<file path="src/rtl/kct_pkg.sv">
// kct_pkg: shared constants and codes for the keyed count table
// table depth, index and data widths, opcode, status and sequencer state encodings
// no dependencies
`timescale 1ns / 1ps
`default_nettype none

package kct_pkg;

	// table geometry
	localparam int TABLE_DEPTH = 64;
	localparam int IDX_W       = (TABLE_DEPTH > 1) ? $clog2(TABLE_DEPTH) : 1;
	localparam int CNT_W       = $clog2(TABLE_DEPTH + 1);
	localparam int DATA_W      = 32;

	// command codes
	typedef enum logic [1:0] {
		OP_INSERT = 2'd0,
		OP_SEARCH = 2'd1,
		OP_UPDATE = 2'd2,
		OP_LIST   = 2'd3
	} opcode_t;

	// result status codes
	typedef enum logic [2:0] {
		ST_OK        = 3'd0,
		ST_NOT_FOUND = 3'd1,
		ST_EXISTS    = 3'd2,
		ST_FULL      = 3'd3,
		ST_EMPTY     = 3'd4
	} status_t;

	// sequencer states, one-hot
	typedef enum logic [5:0] {
		S_IDLE = 6'b000001,
		S_RD   = 6'b000010,
		S_CHK  = 6'b000100,
		S_UPD  = 6'b001000,
		S_INS  = 6'b010000,
		S_OUT  = 6'b100000
	} state_t;

endpackage

`default_nettype wire

</file>
<file path="src/rtl/keyed_count_table.sv">
// keyed_count_table: insertion-ordered key/count table with linear key scan
// key and count stores are single-port synchronous memories
// depends on kct_pkg
// sequence: search, update and insert read and compare one entry per pass through
//   S_RD and S_CHK, then finish through S_UPD or S_INS where needed and then S_OUT;
//   list passes through S_RD, S_CHK and S_OUT and gives one result beat per entry.
// throughput: one command at a time; the next command is taken once the last result
//   of the current one sits in the output register.
// reset: arst_n clears the entry count and the control state; memory contents are
//   not cleared and are only read below the entry count.
`timescale 1ns / 1ps
`default_nettype none

module keyed_count_table (
	input  wire logic                                clk,
	input  wire logic                                arst_n,
	input  wire logic                                in_valid,
	output logic                                     in_ready,
	input  wire logic [1:0]                          opcode,
	input  wire logic signed [kct_pkg::DATA_W-1:0]   key,
	input  wire logic signed [kct_pkg::DATA_W-1:0]   amount,
	output logic                                     out_valid,
	input  wire logic                                out_ready,
	output logic [2:0]                               status,
	output logic signed [kct_pkg::DATA_W-1:0]        out_key,
	output logic signed [kct_pkg::DATA_W-1:0]        out_count,
	output logic                                     last
);

	localparam int DW = kct_pkg::DATA_W;
	localparam int CW = kct_pkg::CNT_W;
	localparam int IW = kct_pkg::IDX_W;

	localparam logic [CW-1:0] DEPTH_C = CW'(kct_pkg::TABLE_DEPTH);
	localparam logic [CW-1:0] ONE_C   = CW'(1);
	localparam logic [DW-1:0] MAX_C   = {1'b0, {(DW-1){1'b1}}};
	localparam logic [DW-1:0] MIN_C   = {1'b1, {(DW-1){1'b0}}};

	// state storage
	logic [DW-1:0] key_mem   [kct_pkg::TABLE_DEPTH];
	logic [DW-1:0] count_mem [kct_pkg::TABLE_DEPTH];
	logic [DW-1:0] key_rd_q;
	logic [DW-1:0] count_rd_q;

	kct_pkg::state_t  state_q;
	kct_pkg::opcode_t op_q;
	logic [DW-1:0]    key_q;
	logic [DW-1:0]    amount_q;
	logic [CW-1:0]    entries_q;
	logic [CW-1:0]    idx_q;

	// pending result, waits for the output register
	kct_pkg::status_t pst_q;
	logic [DW-1:0]    pkey_q;
	logic [DW-1:0]    pcnt_q;
	logic             plast_q;

	// output register
	logic             out_valid_q;
	kct_pkg::status_t status_q;
	logic [DW-1:0]    out_key_q;
	logic [DW-1:0]    out_count_q;
	logic             last_q;

	logic             in_fire;
	logic             out_slot;
	logic             rd_en;
	logic             key_we;
	logic             count_we;
	logic [IW-1:0]    wr_addr;
	logic [DW-1:0]    count_wdata;
	logic [DW:0]      sum;
	logic [DW-1:0]    sat_sum;
	logic             key_hit;
	logic             scan_end;

	assign in_ready = (state_q == kct_pkg::S_IDLE);
	assign in_fire  = in_valid && in_ready;
	assign out_slot = !out_valid_q || out_ready;
	assign key_hit  = (key_rd_q == key_q);
	assign scan_end = ((idx_q + ONE_C) == entries_q);

	// saturating add of stored count and change
	always_comb begin
		sum = {count_rd_q[DW-1], count_rd_q} + {amount_q[DW-1], amount_q};
		if (sum[DW] != sum[DW-1]) begin
			sat_sum = sum[DW] ? MIN_C : MAX_C;
		end else begin
			sat_sum = sum[DW-1:0];
		end
	end

	// memory port controls
	always_comb begin
		rd_en       = (state_q == kct_pkg::S_RD);
		key_we      = (state_q == kct_pkg::S_INS);
		count_we    = (state_q == kct_pkg::S_INS) || (state_q == kct_pkg::S_UPD);
		wr_addr     = (state_q == kct_pkg::S_INS) ? entries_q[IW-1:0] : idx_q[IW-1:0];
		count_wdata = (state_q == kct_pkg::S_INS) ? amount_q : sat_sum;
	end

	// key store
	always_ff @(posedge clk) begin
		if (key_we) begin
			key_mem[wr_addr] <= key_q;
		end
		if (rd_en) begin
			key_rd_q <= key_mem[idx_q[IW-1:0]];
		end
	end

	// count store
	always_ff @(posedge clk) begin
		if (count_we) begin
			count_mem[wr_addr] <= count_wdata;
		end
		if (rd_en) begin
			count_rd_q <= count_mem[idx_q[IW-1:0]];
		end
	end

	// command payload capture
	always_ff @(posedge clk) begin
		if (in_fire) begin
			op_q     <= kct_pkg::opcode_t'(opcode);
			key_q    <= key;
			amount_q <= amount;
		end
	end

	// sequencer
	always_ff @(posedge clk or negedge arst_n) begin
		if (!arst_n) begin
			state_q   <= kct_pkg::S_IDLE;
			entries_q <= '0;
			idx_q     <= '0;
			pst_q     <= kct_pkg::ST_OK;
			pkey_q    <= '0;
			pcnt_q    <= '0;
			plast_q   <= 1'b0;
		end else begin
			unique case (state_q)
				kct_pkg::S_IDLE: begin
					if (in_fire) begin
						idx_q   <= '0;
						pkey_q  <= '0;
						pcnt_q  <= '0;
						plast_q <= 1'b1;
						if (kct_pkg::opcode_t'(opcode) == kct_pkg::OP_INSERT
						    && entries_q == DEPTH_C) begin
							pst_q   <= kct_pkg::ST_FULL;
							state_q <= kct_pkg::S_OUT;
						end else if (entries_q == '0) begin
							// nothing stored yet
							if (kct_pkg::opcode_t'(opcode) == kct_pkg::OP_INSERT) begin
								state_q <= kct_pkg::S_INS;
							end else begin
								pst_q   <= (kct_pkg::opcode_t'(opcode) == kct_pkg::OP_LIST)
								           ? kct_pkg::ST_EMPTY : kct_pkg::ST_NOT_FOUND;
								state_q <= kct_pkg::S_OUT;
							end
						end else begin
							state_q <= kct_pkg::S_RD;
						end
					end
				end
				kct_pkg::S_RD: begin
					state_q <= kct_pkg::S_CHK;
				end
				kct_pkg::S_CHK: begin
					if (op_q == kct_pkg::OP_LIST) begin
						pst_q   <= kct_pkg::ST_OK;
						pkey_q  <= key_rd_q;
						pcnt_q  <= count_rd_q;
						plast_q <= scan_end;
						state_q <= kct_pkg::S_OUT;
					end else if (key_hit) begin
						unique case (op_q)
							kct_pkg::OP_SEARCH: begin
								pst_q   <= kct_pkg::ST_OK;
								pkey_q  <= key_rd_q;
								pcnt_q  <= count_rd_q;
								state_q <= kct_pkg::S_OUT;
							end
							kct_pkg::OP_UPDATE: begin
								state_q <= kct_pkg::S_UPD;
							end
							default: begin
								pst_q   <= kct_pkg::ST_EXISTS;
								state_q <= kct_pkg::S_OUT;
							end
						endcase
					end else if (scan_end) begin
						// key absent from all occupied entries
						if (op_q == kct_pkg::OP_INSERT) begin
							state_q <= kct_pkg::S_INS;
						end else begin
							pst_q   <= kct_pkg::ST_NOT_FOUND;
							state_q <= kct_pkg::S_OUT;
						end
					end else begin
						idx_q   <= idx_q + ONE_C;
						state_q <= kct_pkg::S_RD;
					end
				end
				kct_pkg::S_UPD: begin
					pst_q   <= kct_pkg::ST_OK;
					pkey_q  <= key_rd_q;
					pcnt_q  <= sat_sum;
					state_q <= kct_pkg::S_OUT;
				end
				kct_pkg::S_INS: begin
					entries_q <= entries_q + ONE_C;
					pst_q     <= kct_pkg::ST_OK;
					pkey_q    <= key_q;
					pcnt_q    <= amount_q;
					state_q   <= kct_pkg::S_OUT;
				end
				kct_pkg::S_OUT: begin
					if (out_slot) begin
						if (plast_q) begin
							state_q <= kct_pkg::S_IDLE;
						end else begin
							// next entry of a list
							idx_q   <= idx_q + ONE_C;
							state_q <= kct_pkg::S_RD;
						end
					end
				end
				default: begin
					state_q <= kct_pkg::S_IDLE;
				end
			endcase
		end
	end

	// output register valid
	always_ff @(posedge clk or negedge arst_n) begin
		if (!arst_n) begin
			out_valid_q <= 1'b0;
		end else if (state_q == kct_pkg::S_OUT && out_slot) begin
			out_valid_q <= 1'b1;
		end else if (out_ready) begin
			out_valid_q <= 1'b0;
		end
	end

	// output register payload
	always_ff @(posedge clk) begin
		if (state_q == kct_pkg::S_OUT && out_slot) begin
			status_q    <= pst_q;
			out_key_q   <= pkey_q;
			out_count_q <= pcnt_q;
			last_q      <= plast_q;
		end
	end

	assign out_valid = out_valid_q;
	assign status    = status_q;
	assign out_key   = out_key_q;
	assign out_count = out_count_q;
	assign last      = last_q;

endmodule

`default_nettype wire

</file>
<file path="config.mk">
export PLATFORM = sky130hd
export DESIGN_NAME = keyed_count_table
export DESIGN_NICKNAME = d
export VERILOG_FILES = /design/src/rtl/kct_pkg.sv /design/src/rtl/keyed_count_table.sv
export SDC_FILE = /design/constraint.sdc
export NUM_CORES = 2
export LEC_CHECK = 0
export ABC_AREA = 1
export BUFFER_PORTS_ARGS = -buffer_cell sky130_fd_sc_hd__buf_4
export CAP_MARGIN = 20
export CELL_PAD_IN_SITES_DETAIL_PLACEMENT = 0
export CELL_PAD_IN_SITES_GLOBAL_PLACEMENT = 1
export CORE_MARGIN = 3
export CORE_UTILIZATION = 25
export DETAILED_ROUTE_END_ITERATION = 10
export PLACE_DENSITY_LB_ADDON = 0.12
export SYNTH_ARGS = -nofsm -noshare
export SYNTH_HDL_FRONTEND = slang
export SYNTH_SLANG_ARGS = --single-unit
</file>
<file path="constraint.sdc">
create_clock -name clk -period 6.8 [get_ports clk]
set_input_delay 0.68 -clock clk [delete_from_list [all_inputs] [get_ports clk]]
set_output_delay 0.68 -clock clk [all_outputs]
set_load 0.02 [all_outputs]
</file>
==> impl_summary.log <==
[metrics] count of input and output buffers: 139
[metrics] first-pass GRT wire length: 859 mm
[metrics] Synth async-reset ratio: 2.03%
[metrics] biggest cell delay along the critical path: approximately 0.8 ns
[metrics] Static Leak: ~63 nW
[metrics] post-route minimum period: 4.95 ns
[metrics] CP startpoint kind: flip-flop
[metrics] chip width: 828 um
[metrics] clock tree from TritonCTS: built
[metrics] highest clock rate: 202 MHz
[metrics] netlist area before placement: 169000 um^2
[metrics] first drt pass iteration count: 6
[metrics] clock input transition at the sequential cells of the worst setup and hold paths: 0.06 ns
[metrics] initial cell density of the core: between 20% and 30%
[metrics] Skew-Pair Late Insertion Delay: 1.06 ns
[metrics] post-synth top area cell: sky130_fd_sc_hd__edfxtp_1
[metrics] critical path, cell by cell: inv_8 -> nand2_4 -> buf_12 -> buf_4 -> o221ai_1 -> a21oi_1 -> o21ai_0 -> nand3_1 -> nand3_1 -> nand2_1
[metrics] number of nets in the synthesized netlist: 11800
[metrics] clock sink count: 4383
[metrics] Worst Setup End Kind: flip-flop
[metrics] cell count after synthesis: approximately 12000
[metrics] Power Density: 360 nW/um^2
[metrics] cell row count: 301
[metrics] Cells after DPL: 20300
[metrics] most common cell after layout, fill and taps aside: sky130_fd_sc_hd__edfxtp_1
[metrics] Core Box Area: 672000 um^2
[metrics] number of max-capacitance violations reported: 0
[metrics] number of storage elements in the synthesis netlist: 4383
[metrics] wirelength, routed: 617 mm
[metrics] remaining antenna violation count after routing: 0
[metrics] biggest area contributors in the synthesized netlist: sky130_fd_sc_hd__edfxtp_1, sky130_fd_sc_hd__a21oi_1, sky130_fd_sc_hd__o221ai_1, sky130_fd_sc_hd__nand2_1, sky130_fd_sc_hd__o21ai_0
[metrics] proportion of layout cells with a drive suffix above 1: 11.8%
[metrics] number of buffers inserted during clock tree synthesis: 481
[metrics] Longest Clk Path Bufs: 4
[metrics] worst-path maximum fanout: 62
[metrics] sequential share of the synthesized area: 77.7%
[metrics] number of standard cells in the final layout excluding fillers: between 20000 and 25000
[metrics] cell area after layout: 200000 um^2
[metrics] number of endpoints failing setup at the final stage: 0
[metrics] flip-flop cell with the highest count after synthesis: sky130_fd_sc_hd__edfxtp_1
[metrics] RePlAce Congestion: 0.796
[metrics] number of DRC violations after detailed-routing iteration 0: approximately 10000
[metrics] post-layout utilization of the core: 29.7%
[metrics] instance area at placement: between 150000 and 200000 um^2
[metrics] Die Footprint: 685000 um^2
[metrics] mean number of vias per cell: 4.93
[metrics] vias in the first global route: 106000
[metrics] htree depth: 5
[metrics] Boundary Pins: 140
[metrics] final sum of negative setup slack: 0 ns
[metrics] Worst Path Required: approximately 7.6 ns
[metrics] commonest cells after routing, fill and taps aside: sky130_fd_sc_hd__edfxtp_1, sky130_fd_sc_hd__a21oi_1, sky130_fd_sc_hd__nand2_1, sky130_fd_sc_hd__o221ai_1, sky130_fd_sc_hd__o21ai_0
[metrics] buffers and inverters on the worst path: 3
[metrics] combined global-route utilization of all metal layers: 17.4%
[metrics] number of antenna violations at the first check in global routing: 47
[metrics] overall via count from detail_route: 105000
[metrics] post-detailed-placement half-perimeter wirelength: 351 mm
[metrics] DRC Markers: 0
[metrics] count of unique library cells instantiated by Yosys: 42
[metrics] cell at the root of the clock tree: sky130_fd_sc_hd__clkbuf_16
[metrics] synth-to-layout area growth: 18.2%
[metrics] area share of the leading cell type in the synthesized netlist: between 70% and 80%
[metrics] number of gates resized after CTS: 0
[metrics] share of the clock period used by the worst path after layout: between 70% and 80%
[metrics] measured slew at the worst slew-check pin: about 1.1 ns
[metrics] worst vdd rail ir drop: 342 uV
[metrics] Top cell by count, worst path: sky130_fd_sc_hd__nand3_1
[metrics] clock skew: a little over 0.09 ns
[metrics] pin count of the biggest net entering global routing: 126
[metrics] worst rel slew slack: 24.4%
[metrics] classification of the worst-slack hold path: in2async
[metrics] type of the worst setup path: reg2reg
[metrics] filler cell count: 66900
[metrics] largest delay contributor family on the critical path: simple AND/OR/NAND/NOR gates
[metrics] Yosys warning count: 0
[metrics] vertical extent of the die: 828 um
[metrics] mean instance size in the synthesized netlist: roughly 14 um^2
[metrics] detail-routed net length per standard cell: 28.9 um
[metrics] sum of overflow across all layers after global routing: 0
[metrics] Final Max Slew Viols: 0
[metrics] count of final hold-check violations: 0
[metrics] net count of the finished layout: 12100
[metrics] CP arrival: 5.77 ns
[metrics] cell with the largest stage delay on the worst path: sky130_fd_sc_hd__dfrtp_4
[metrics] number of enable-type register cells in the synthesized netlist: 4294
[metrics] setup repair after global routing missed its margin: no
[metrics] status: finished clean
==> state kept, by name (all words and copies together) (netlist names) <==
register and count:
status 3, key_mem 2048, key_q 32, amount_q 32, count_rd_q 32, state_q 6
plast_q 1, out_count 32, idx_q 7, pcnt_q 32, out_key 32, out_valid 1
key_rd_q 32, op_q 2, pst_q 3, pkey_q 32, last 1, count_mem 2048
entries_q 7
==> synth_stat cells (2+ instances only) <==
cell type and n:
sky130_fd_sc_hd__buf_1 55, sky130_fd_sc_hd__xor2_1 24, sky130_fd_sc_hd__clkbuf_1 712, sky130_fd_sc_hd__and2_1 2, sky130_fd_sc_hd__xnor2_1 32, sky130_fd_sc_hd__nand3_1 421
sky130_fd_sc_hd__ha_1 35, sky130_fd_sc_hd__nor2_2 6, sky130_fd_sc_hd__buf_2 68, sky130_fd_sc_hd__nand2_1 1669, sky130_fd_sc_hd__inv_1 163, sky130_fd_sc_hd__nand3b_1 9
sky130_fd_sc_hd__nor4_1 3, sky130_fd_sc_hd__nor3b_1 2, sky130_fd_sc_hd__o21ai_2 3, sky130_fd_sc_hd__o221ai_1 1024, sky130_fd_sc_hd__nand4_1 7, sky130_fd_sc_hd__a21oi_1 2087
sky130_fd_sc_hd__nor2_1 224, sky130_fd_sc_hd__buf_4 4, sky130_fd_sc_hd__o21ai_0 573, sky130_fd_sc_hd__inv_2 13, sky130_fd_sc_hd__nand2_2 6, sky130_fd_sc_hd__edfxtp_1 4294
sky130_fd_sc_hd__nor2_4 13, sky130_fd_sc_hd__a21o_1 3, sky130_fd_sc_hd__nor3_1 12, sky130_fd_sc_hd__o21ai_1 76, sky130_fd_sc_hd__a22oi_1 33, sky130_fd_sc_hd__o21bai_1 6
sky130_fd_sc_hd__dfrtp_1 88
==> area by class of cell <==
| type | count | area (um^2) | share of cell area, % |
|---|---|---|---|
| tap | 8938 | 11200 | 5.61 |
| multi-input combinational | 6280 | 35100 | 17.6 |
| antenna | 15 | 37.5 | 0.0188 |
| timing repair buffer | 636 | 5890 | 2.95 |
| inverter | 176 | 706 | 0.354 |
| sequential | 4383 | 131000 | 65.8 |
| clock buffer | 598 | 12800 | 6.42 |
| clock inverter | 281 | 2630 | 1.32 |
==> final timing paths <==
check / from / endpoint / slack (ns) / depth (start not counted)
max reg2reg: idx_q[0] / count_rd_q[13] / 1.85 / 10
max: idx_q[0] / count_rd_q[13] / 1.85 / 10
min in group clk: key[4] / key_q[4] / 0.35 / 2
max in group asynchronous: arst_n / idx_q[2] / 5.66 / 3
min: arst_n / pcnt_q[17] / 0.17 / 3
min reg2reg: pkey_q[20] / out_key[20] / 0.44 / 0
==> report_power, final <==
part           leakage [nW]  internal [mW]  switching [mW]
registers              39.9           34.5           0.258
logic                  16.0           1.82            9.33
clock network          7.53           15.0            11.0
total                  63.5           51.3            20.6
==> cell families (layout without fill, tap and decap cells) <==
family | Yosys count | count (layout) | share of synthesized area (%)
AO/OA/AOI/OAI | 3810 | 3810 | 13.7
XOR/XNOR | 56 | 56 | 0.291
adder cells (fa/ha/maj) | 36 | 36 | 0.271
buffers and inverters | 1015 | 1691 | 2.32
flip-flops | 4383 | 4383 | 77.7
other | 0 | 15 | 0
AND/OR/NAND/NOR | 2378 | 2378 | 5.75
==> routing by layer <==
| metal | vias to the layer above | track usage [%] | part of all wire, % |
|---|---|---|---|
| met5 | - | 0 | 0.0068 |
| met4 | 6 | 3.69 | 2.2 |
| met3 | 739 | 3.07 | 5.7 |
| met2 | 2999 | 27.8 | 46 |
| met1 | 55400 | 24.8 | 46 |
| li1 | 46000 | - | - |
==> worst min-delay path: cells and delay by family <==
kind,cells,cell delay [ns]
buf+inv,3,0.87
==> what timing repair did <==
item,CTS,global route
hold buffers,70,0
endpoints found under the hold margin,97,0
setup buffers,0,0
==> through the flow <==
step / setup slack, ns / hold WS (ns) / total power, mW
2_1_floorplan: 1.76 / 0.384 / 40.7
3_3_place_gp: 1.92 / 0.434 / 46.6
3_5_place_dp: 1.96 / 0.431 / 46.7
4_1_cts: 1.91 / 0.0347 / 72.9
5_1_grt: 1.57 / 0.108 / 74.7
6_report: 1.85 / 0.171 / 71.9
Power figures use the tool's default switching activity.
